===== config.mk =====
export PLATFORM = sky130hd
export DESIGN_NAME = pcb_extreme
export DESIGN_NICKNAME = d
export VERILOG_FILES = /design/src/rtl/pcb_pkg.sv /design/src/rtl/pcb_extreme.sv
export SDC_FILE = /design/constraint.sdc
export NUM_CORES = 1
export LEC_CHECK = 0
export BUFFER_PORTS_ARGS = -buffer_cell sky130_fd_sc_hd__buf_4
export CAP_MARGIN = 10
export CELL_PAD_IN_SITES_DETAIL_PLACEMENT = 1
export CELL_PAD_IN_SITES_GLOBAL_PLACEMENT = 2
export CORE_MARGIN = 10
export CORE_UTILIZATION = 33
export DETAILED_ROUTE_END_ITERATION = 7
export PLACE_DENSITY_LB_ADDON = 0.1
export SYNTH_ARGS = -nofsm -noshare
export SYNTH_HDL_FRONTEND = slang
export SYNTH_SLANG_ARGS = --single-unit

===== constraint.sdc =====
create_clock -name clk -period 10.43 [get_ports clk]
set_input_delay 0.5215 -clock clk [delete_from_list [all_inputs] [get_ports clk]]
set_output_delay 0.5215 -clock clk [all_outputs]
set_load 0.03 [all_outputs]

===== src/rtl/pcb_pkg.sv =====
// ----------------------------------------------------------------------------
// pcb_pkg
// Shared types and constants for the price channel breakout block: bar and
// result payloads, breakout codes and the scan control bundle.
// ----------------------------------------------------------------------------
package pcb_pkg;

    localparam int PRICE_BITS = 32;
    localparam int WINDOW_BITS = 9;
    localparam logic [WINDOW_BITS-1:0] WINDOW_RESET = 9'd20;

    typedef logic [PRICE_BITS-1:0] pcb_price_t;

    typedef enum logic [1:0] {
        ALERT_NEUTRAL = 2'd0,
        ALERT_LONG    = 2'd1,
        ALERT_SHORT   = 2'd2
    } pcb_alert_t;

    typedef struct packed {
        pcb_price_t bar_high;
        pcb_price_t bar_low;
        pcb_price_t bar_close;
    } pcb_bar_t;

    typedef struct packed {
        pcb_price_t upper_band;
        pcb_price_t lower_band;
        logic       band_valid;
        pcb_alert_t alert_status;
    } pcb_result_t;

    typedef struct packed {
        logic acc_en;
        logic first;
    } pcb_acc_ctrl_t;

endpackage


===== src/rtl/pcb_extreme.sv =====
// ----------------------------------------------------------------------------
// pcb_extreme
// Compare unit: folds one stored high and low per cycle, while ctrl.acc_en is
// set, into the running highest high and lowest low.
// ----------------------------------------------------------------------------
module pcb_extreme (
    input  logic                   clk,
    input  pcb_pkg::pcb_acc_ctrl_t ctrl,
    input  pcb_pkg::pcb_price_t    sample_high,
    input  pcb_pkg::pcb_price_t    sample_low,
    output pcb_pkg::pcb_price_t    upper,
    output pcb_pkg::pcb_price_t    lower
);

    pcb_pkg::pcb_price_t upper_reg;
    pcb_pkg::pcb_price_t lower_reg;
    pcb_pkg::pcb_price_t upper_next;
    pcb_pkg::pcb_price_t lower_next;

    always_comb
    begin
        upper_next = upper_reg;
        lower_next = lower_reg;
        if (ctrl.first || (sample_high > upper_reg))
        begin
            upper_next = sample_high;
        end
        if (ctrl.first || (sample_low < lower_reg))
        begin
            lower_next = sample_low;
        end
    end

    always_ff @(posedge clk)
    begin
        if (ctrl.acc_en)
        begin
            upper_reg <= upper_next;
            lower_reg <= lower_next;
        end
    end

    assign upper = upper_reg;
    assign lower = lower_reg;

endmodule


==> results of run 1 <==
==> final cells by class <==
cell class,instances,share of cell area
timing repair buffer,131,0.2030
clock inverter,2,0.001808
clock buffer,12,0.02789
multi-input combinational,162,0.2867
sequential,64,0.3967
tap,136,0.03512
inverter,63,0.04881
==> path summary, 6_finish.rpt <==
kind	start	end	slack, ns
hold / removal	sample_low[1]	lower[1]$_DFFE_PP_	0.37
setup reg to reg	upper[31]$_DFFE_PP_	upper[25]$_DFFE_PP_	7.49
hold reg to reg	lower[23]$_DFFE_PP_	lower[15]$_DFFE_PP_	1.14
setup / recovery	upper[31]$_DFFE_PP_	upper[25]$_DFFE_PP_	7.49
==> where the power goes <==
part	internal [W]	switching (W)	total, W	leakage, nW
combinational	0.0000634	0.0000874	0.000151	1.66
sequential	0.000305	0.00000881	0.000314	0.613
clock	0.0000828	0.0000912	0.000174	0.0737
total	0.000452	0.000187	0.000639	2.35
==> stage by stage <==
stage	utilization	setup slack, ns	cell area [µm²]
global placement	0.4533	7.166	4701
global route	0.4672	7.165	4845
floorplan	-	6.824	3530
finish	0.4672	7.487	4845
detailed placement	0.4533	7.167	4701
CTS	0.4672	7.388	4845
==> cell families after synthesis <==
kind of cell,after synthesis
flops,64
buf+inv,63
simple gates,48
fa+ha+maj,63
compound gates,51
==> critical path, cell delays in order, from the launching register on <==
cell and delay (ns):
edfxtp_1 0.38, inv_1 0.06, ha_1 0.29, nand4_1 0.15, nor4b_1 0.55, o31ai_1 0.22
a21oi_4 0.90
==> placed cells by master (no fill, tap or decap), types with 2 or more instances in the layout <==
cell type	n
a221o_1	2
nor2_1	5
ha_1	63
nand4_1	11
o211ai_1	2
clkbuf_8	9
clkbuf_1	3
o31ai_1	2
edfxtp_1	64
a21oi_1	23
nand2_1	14
buf_4	131
inv_1	63
a21boi_0	3
o21ai_0	5
nand3_1	8
nor4_1	3
a21o_1	7
==> cell usage after synthesis (all sizes together) (2+ instances only) <==
| master | instances | area (µm²) |
|---|---|---|
| a21boi | 3 | 22.52 |
| a21o | 7 | 52.55 |
| a21oi | 24 | 120.1 |
| a221o | 2 | 20.02 |
| edfxtp | 64 | 1922 |
| ha | 63 | 788.3 |
| inv | 63 | 236.5 |
| nand2 | 14 | 52.55 |
| nand2b | 2 | 20.02 |
| nand3 | 8 | 40.04 |
| nand4 | 11 | 68.82 |
| nor2 | 5 | 18.77 |
| nor4 | 3 | 18.77 |
| o211ai | 2 | 15.01 |
| o21ai | 5 | 25.02 |
| o31ai | 2 | 15.01 |
==> metal layers <==
metal	up-vias	wire length (µm)	track usage
met5	-	0	0
met4	0	77	0.04367
met3	7	880	0.05925
met2	81	4482	0.2057
met1	1219	3874	0.1408
li1	1329	-	-
==> metrics.txt, run 1 <==
# setup viols final 0; H-tree depth 3; syn nets 419; worst skew pair latency 0.33 ns; Final period util 0.2822; ys flop type edfxtp_1; maximum clock rate 339.8 MHz; fillers 1176; worst endpoint required time 10.38 ns; Final min period 2.943 ns; post-synthesis simple-gate area fraction 0.07373; largest family of logic cells by synthesized area adder cells; DR vias 2636; I/O Pins 131; P_leak 2.352 nW; WP data arrival 2.90 ns; YS warnings 0; Final Total Pwr 0.0006390 W; Yosys cell types 28; compound-gate portion of the synthesized area 0.09146; DRC 0; vias in the first global route 2940; Post-Route WL 9315 µm; Post-synth EDFFs 64; Row Count 37; worst-margin pin slew 1.098 ns; adder-cell share of the synthesized area 0.2233; WHS Path Cells 1; Syn-to-layout area delta 37.26%; PortBufs 130; CTS tree built; #FFs+latches synth 64; Placer Congestion 0.7385; relative slew slack 0.2663; number of diodes 0; endpoint class of the critical path flop; Via density 4.625; CTS buffer count 9; post-synthesis cell area 3530 µm²; Longest Clk Path Bufs 2; largest net degree at the start of global routing 33; unrepaired setup endpoints after global routing no; Tot GR Track Use 0.1256; cts hold-fix bufs 0; worst-path fanout max 32; critical path class reg2reg; Avg Inst Size Synth 12.21 µm²; clock slew at reported path FFs 0.07 ns; DP Cell Count 556; initial antenna violation count 0; area of the multi-input gates 1389 µm²; post-synthesis mux area share 0; CP Launch Type flop; Post-Synth XOR/XNOR Area 0; core area 10370 µm²; first-pass GRT wire length 14840 µm; Storage cell area 1922 µm²; GR Overflow Total 0; die area 15230 µm²; DR pass1 iterations 4; WL per Instance 16.34 µm; Synth Instances 289; die height 123.4 µm; final hold vios 0; postcts setup bufs 0; Post-synth ARST share 0; Seq/Total Area, Yosys 0.5445; Final Skew 0.004092 ns; DIE WIDTH 123.4 µm; max-slew violation count 0; final setup TNS 0 ns; Final HPWL DP 7866 µm; drt first-iter violations 73; clk root buf clkbuf_8; Initial Utilization 0.3404; final net count 561; worst min-delay path class in2reg; remaining antenna violation count 0; final hold slack 0.3736 ns; max_cap viols 0; peak supply drop 0.05498 mV; outcome finished, final reports clean; Worst R2R Path Depth 6; fin cells 570; clock sink count 64; post_cts resized 0; layout cell share with drive strength beyond 1 0.3318; pwr dens 131.9 nW/µm²
(Power assumes the default switching activity.)
==> run 2, diff against run 1 <==
--- a/config.mk
+++ b/config.mk
@@ -10,7 +10,7 @@
 export CELL_PAD_IN_SITES_DETAIL_PLACEMENT = 1
 export CELL_PAD_IN_SITES_GLOBAL_PLACEMENT = 2
 export CORE_MARGIN = 10
-export CORE_UTILIZATION = 33
+export CORE_UTILIZATION = 28
 export DETAILED_ROUTE_END_ITERATION = 7
 export PLACE_DENSITY_LB_ADDON = 0.1
 export SYNTH_ARGS = -nofsm -noshare
==> constraint.sdc (replaced) <==
create_clock -name clk -period 2.7 [get_ports clk]
set_input_delay 0.135 -clock clk [delete_from_list [all_inputs] [get_ports clk]]
set_output_delay 0.135 -clock clk [all_outputs]
set_load 0.03 [all_outputs]
==> run 2 against run 1 <==
Net effect: global-route usage grew 0.22 points; critical path depth increased by 4; count of clock-buffer cells in the layout decreased by 1; clock skew barely moved; design area rose by 21%; largest power group unchanged; highest routed layer unchanged.
==> metrics.txt, run 2 (synthesized netlist as in run 1, its figures left out) <==
outcome finished, final reports clean; DR pass1 iterations 4 (unchanged); final net count 649 (+16%); worst min-delay path class in2reg; drt first-iter violations 67 (-8.2%); slowest stage delay, CP 0.53 ns (-0.37 ns); DR vias 2995 (+14%); fillers 1304 (+11%); H-tree depth 3 (unchanged); relative slew slack 0.6455 (+0.3792); GR Overflow Total 0 (unchanged); Longest Clk Path Bufs 2 (unchanged); min-delay src ctrl[1]; I/O Pins 131 (unchanged); R2R Path Start upper[14]$_DFFE_PP_; critical path class in2reg; worst skew pair latency 0.33 ns (about the same); layout cell share with drive strength beyond 1 0.3238 (-0.008042); CTS buffer count 9 (unchanged); initial antenna violation count 1 (+1); vias in the first global route 3484 (+19%); worst-path fanout max 16 (-50%); CP Launch Type input port; Initial Utilization 0.2902 (-0.05015); commonest non-fill, non-tap cell in the layout buf_4; final hold vios 0 (unchanged); pwr dens 502.5 nW/µm² (+280%); DP Cell Count 609 (+9.5%); WP data arrival 2.66 ns (-0.24 ns); Row Count 40 (+8.1%); final hold slack 0.5057 ns (+0.1321 ns); Worst R2R Path Depth 9 (+3); DRC 0 (unchanged); Tot GR Track Use 0.1277 (+0.002169); Storage cell area 1922 µm² (unchanged); worst-margin pin slew 0.5286 ns (-0.5696 ns); # setup viols final 0 (unchanged); Reg2Reg Setup Slack 0.23 ns (-7.26 ns); fin cells 691 (+21%); most frequent cells in the layout 151 x buf_4, 64 x dlygate4sd3_1, 64 x edfxtp_1, 63 x inv_1, 63 x ha_1; reg-to-reg endpoint upper[0]$_DFFE_PP_; worst-case hold path end point lower[5]$_DFFE_PP_; max-slew violation count 0 (unchanged); area of the multi-input gates 1415 µm² (+1.9%); die area 17500 µm² (+15%); WHS Path Cells 4 (+3); Via density 4.334 (-6.3%); die height 132.3 µm (+7.2%); Final Skew 0.003710 ns (-0.0003813 ns); remaining antenna violation count 0 (unchanged); Final min period 2.565 ns; largest net degree at the start of global routing 22 (-33%); endpoint class of the critical path flop; Post-Route WL 10860 µm (+17%); WL per Instance 15.71 µm (-3.8%); crit-path most repeated cell buf_4; first-pass GRT wire length 17930 µm (+21%); CTS tree built; clock slew at reported path FFs 0.05 ns (-0.02 ns); worst endpoint required time 2.79 ns (-7.59 ns); maximum clock rate 389.8 MHz; CP Cell Sequence dlygate4sd3_1, buf_4, ha_1, buf_4, a21oi_1, nand2_1, a221o_1, o31ai_2, a21oi_4, buf_12; DIE WIDTH 132.3 µm (+7.2%); clk root buf clkbuf_16; PortBufs 130 (unchanged); Final period util 0.9501; Placer Congestion 0.6958 (-5.8%); fin util 0.4815 (+0.01430); Final HPWL DP 8278 µm (+5.2%); P_leak 2.784 nW (+18%); max_cap viols 0 (unchanged); peak supply drop 0.2214 mV (+300%); core area 12160 µm² (+17%); CP max stage cell dlygate4sd3_1; clock sink count 64 (unchanged); Syn-to-layout area delta 65.90%
## run 2: what timing repair did
action                     CTS  global route
hold endpoints to repair    64             0
gates cloned                 1             0
pin swaps                    1             2
hold buffers                64             0
setup endpoints to repair   32            53
buffers inserted             0             2
resized for setup            3             1
## run 2: metrics by stage
stage,total power [W],cell area [µm²],worst slack (ns),setup TNS (ns)
2_1_floorplan,0.001565,3547,-0.1238,-3.961
3_3_place_gp,0.001858,4898,-0.03951,-1.216
3_5_place_dp,0.001871,4898,-0.2079,-6.608
4_1_cts,0.002986,5809,0.06583,0
5_1_grt,0.003113,5856,-0.01468,-0.2410
6_report,0.002943,5856,0.1346,0
## run 2: routing by layer
layer | vias to the layer above | share of wire | global-route usage
met2 | 81 | 0.48 | 0.2129
met3 | 16 | 0.063 | 0.04306
li1 | 1516 | - | -
met1 | 1382 | 0.44 | 0.1452
met5 | - | 0 | 0
met4 | 0 | 0.020 | 0.05623
## run 2: worst max path at each step
stage / slack, ns / to / cells after the start / from
after floorplan: -0.12 / lower[0]$_DFFE_PP_ / 6 / lower[1]$_DFFE_PP_
after global placement: -0.04 / upper[25]$_DFFE_PP_ / 7 / upper[10]$_DFFE_PP_
after detailed placement: -0.21 / upper[24]$_DFFE_PP_ / 7 / upper[11]$_DFFE_PP_
after CTS: 0.07 / upper[12]$_DFFE_PP_ / 8 / sample_high[11]
after global routing: -0.01 / upper[15]$_DFFE_PP_ / 10 / sample_high[14]
final: 0.13 / upper[0]$_DFFE_PP_ / 10 / sample_high[14]
## run 2: layout make-up
class / count / area share
diodes: 1 / 0.0004274
clock buffers: 11 / 0.03974
clock inverters: 3 / 0.001923
inverters: 63 / 0.04038
multi-input cells: 163 / 0.2417
flip-flops and latches: 64 / 0.3282
well taps: 168 / 0.03590
repair buffers: 218 / 0.3118
## run 2: worst max-delay path, delay by kind of cell
family | cells | cell delay, ns
buffers and inverters | 4 | 1.00
AO/OA/AOI/OAI | 4 | 1.13
AND/OR/NAND/NOR | 1 | 0.07
adder cells (fa/ha/maj) | 1 | 0.31
## run 2: power by group
| group | leakage, nW | switching, W | internal (W) |
|---|---|---|---|
| Clock | 0.118 | 0.000407 | 0.000601 |
| Combinational | 2.05 | 0.000375 | 0.000345 |
| Sequential | 0.613 | 0.0000345 | 0.00118 |
| Total | 2.78 | 0.000817 | 0.00213 |
==> run 3, diff against run 2 <==
--- a/config.mk
+++ b/config.mk
@@ -10,9 +10,11 @@
 export CELL_PAD_IN_SITES_DETAIL_PLACEMENT = 1
 export CELL_PAD_IN_SITES_GLOBAL_PLACEMENT = 2
 export CORE_MARGIN = 10
-export CORE_UTILIZATION = 28
+export CORE_UTILIZATION = 29
+export CTS_BUF_LIST = sky130_fd_sc_hd__clkbuf_8
 export DETAILED_ROUTE_END_ITERATION = 7
 export PLACE_DENSITY_LB_ADDON = 0.1
+export REMOVE_ABC_BUFFERS = 1
 export SYNTH_ARGS = -nofsm -noshare
 export SYNTH_HDL_FRONTEND = slang
 export SYNTH_SLANG_ARGS = --single-unit
==> run 3 against run 2 <==
Net effect: register-to-register slack worse by 0.08 ns; sequential power about the same; via count up 2.9%; power down 11%; core utilization up 0.96 points; final cell count down 0.43%; critical endpoint is now upper[17]$_DFFE_PP_.
==> metrics.txt, run 3 (synthesized netlist as in run 1, its figures left out) <==
final hold vios 0 (unchanged); max_cap viols 0 (unchanged); Post-Route WL 10730 µm (-1.2%); worst-path fanout max 16 (unchanged); # setup viols final 0 (unchanged); vias in the first global route 3461 (-0.66%); Buf+Inv Stages, Crit Path 4 (unchanged); outcome finished, final reports clean; Placer Congestion 0.6915 (-0.62%); core area 11960 µm² (-1.6%); Reg2Reg Setup Slack 0.15 ns (-0.08 ns); relative slew slack 0.5141 (-0.1314); fin util 0.4911 (+0.009628); Tot GR Track Use 0.1299 (+0.002171); clock slew at reported path FFs 0.07 ns (+0.02 ns); WL per Instance 15.60 µm (-0.72%); R2R Path Start upper[21]$_DFFE_PP_; commonest non-fill, non-tap cell in the layout buf_4; initial antenna violation count 0 (-1); peak supply drop 0.2384 mV (+7.7%); Final period util 0.9577 (+0.007524); most frequent cells in the layout 170 x buf_4, 65 x inv_1, 64 x dlygate4sd3_1, 64 x edfxtp_1, 63 x ha_1; GR Overflow Total 0 (unchanged); crit-path most repeated cell buf_4; first-pass GRT wire length 17200 µm (-4.0%); I/O Pins 131 (unchanged); clk root buf clkbuf_8; final net count 668 (+2.9%); drt first-iter violations 116 (+73%); Final HPWL DP 8152 µm (-1.5%); Via density 4.478 (+3.3%); worst skew pair latency 0.34 ns (about the same); slowest stage delay, CP 0.55 ns (+0.02 ns); max-slew violation count 0 (unchanged); DRC 0 (unchanged); worst endpoint required time 2.81 ns (+0.02 ns); reg-to-reg endpoint upper[17]$_DFFE_PP_; P_leak 2.836 nW (+1.9%); remaining antenna violation count 0 (unchanged); Final Skew 0.006216 ns (+0.002506 ns); min-delay src ctrl[1]; H-tree depth 3 (unchanged); layout cell share with drive strength beyond 1 0.3475 (+0.02375); DR pass1 iterations 4 (unchanged); worst-case hold path end point upper[0]$_DFFE_PP_; Initial Utilization 0.2951 (+0.004857); worst min-delay path class in2reg; clock sink count 64 (unchanged); Longest Clk Path Bufs 2 (unchanged); setup ws final 0.1143 ns (-0.02031 ns); critical path class in2reg; pwr dens 445.7 nW/µm² (-11%); final hold slack 0.4776 ns (-0.02813 ns); fillers 1277 (-2.1%); Final Total Pwr 0.002618 W (-11%); maximum clock rate 386.7 MHz (-0.79%); WP data arrival 2.69 ns (+0.03 ns); Worst R2R Path Depth 8 (-1); WHS Path Cells 4 (unchanged); pre-CTS setup slack -0.4091 ns (-0.2012 ns); CTS tree built; final setup TNS 0 ns (unchanged); largest net degree at the start of global routing 17 (-23%); number of diodes 0 (-1); DR vias 3081 (+2.9%); PortBufs 130 (unchanged); DIE WIDTH 130.3 µm (-1.5%); CP Cell Sequence dlygate4sd3_1, buf_4, ha_1, buf_4, a21oi_1, nand2_1, a221o_1, o31ai_2, a21oi_4, buf_12; worst-margin pin slew 0.7245 ns (+0.1959 ns); CP Launch Type input port; die height 130.3 µm (-1.5%); Syn-to-layout area delta 66.43%; CTS buffer count 9 (unchanged); CP max stage cell o31ai_2; endpoint class of the critical path flop; crit-path leading delay family compound AO/OA/AOI/OAI gates; Row Count 40 (unchanged); CP Depth 10 (unchanged); die area 16980 µm² (-2.9%); Final min period 2.586 ns (+0.02031 ns)
==> run 3: worst max path at each step <==
stage,startpoint,endpoint,slack (ns)
floorplan,upper[11]$_DFFE_PP_,upper[0]$_DFFE_PP_,-0.91
global placement,lower[1]$_DFFE_PP_,lower[17]$_DFFE_PP_,-0.34
detailed placement,lower[1]$_DFFE_PP_,lower[17]$_DFFE_PP_,-0.41
CTS,upper[21]$_DFFE_PP_,upper[3]$_DFFE_PP_,0.0009
global route,upper[21]$_DFFE_PP_,upper[3]$_DFFE_PP_,-0.02
finish,sample_high[14],upper[17]$_DFFE_PP_,0.11
==> run 3: layout make-up <==
cell class	count	area, µm²	area share
Clock buffer	9	123.9	0.02109
Clock inverter	5	18.77	0.003195
Inverter	63	236.5	0.04026
Multi-Input combinational cell	164	1433	0.2439
Sequential cell	64	1922	0.3272
Tap cell	147	183.9	0.03131
Timing Repair Buffer	236	1957	0.3331
==> run 3: timing repair <==
item / in CTS / in global routing
hold buffers: 64 / 0
gates resized for setup: 3 / 1
buffers inserted: 3 / 2
endpoints found under the hold margin: 64 / 0
endpoints found under the setup margin: 64 / 40
gates cloned: 2 / 0
pin swaps: 2 / 2
==> run 3: per-stage QoR <==
| stage | area (µm²) | instances |
|---|---|---|
| after floorplan | 3530 | 289 |
| after global placement | 4985 | 603 |
| after detailed placement | 4985 | 603 |
| after CTS | 5831 | 686 |
| after global routing | 5874 | 688 |
| final | 5874 | 688 |
==> run 3: worst reg2reg max path, cell delays in order (launching register included) <==
cell      delay, ns
edfxtp_1       0.39
inv_1          0.07
ha_1           0.23
a21o_1         0.16
a21o_1         0.17
a221o_1        0.34
a211oi_1       0.64
a21oi_4        0.12
buf_12         0.19
==> run 3: metal layers <==
| layer | routed length [µm] | GRT usage | vias up | share of wire |
|---|---|---|---|---|
| li1 | - | - | 1552 | - |
| met1 | 4461 | 0.1487 | 1431 | 0.42 |
| met2 | 5420 | 0.2215 | 89 | 0.50 |
| met3 | 746 | 0.04584 | 9 | 0.069 |
| met4 | 105 | 0.04167 | 0 | 0.0098 |
| met5 | 0 | 0 | - | 0 |
==> run 3: power breakdown <==
| part | internal [W] | total [W] | leakage [nW] | switching, W |
|---|---|---|---|---|
| logic | 0.000367 | 0.000745 | 2.14 | 0.000378 |
| registers | 0.00118 | 0.00121 | 0.613 | 0.0000337 |
| clock network | 0.000307 | 0.000662 | 0.0801 | 0.000355 |
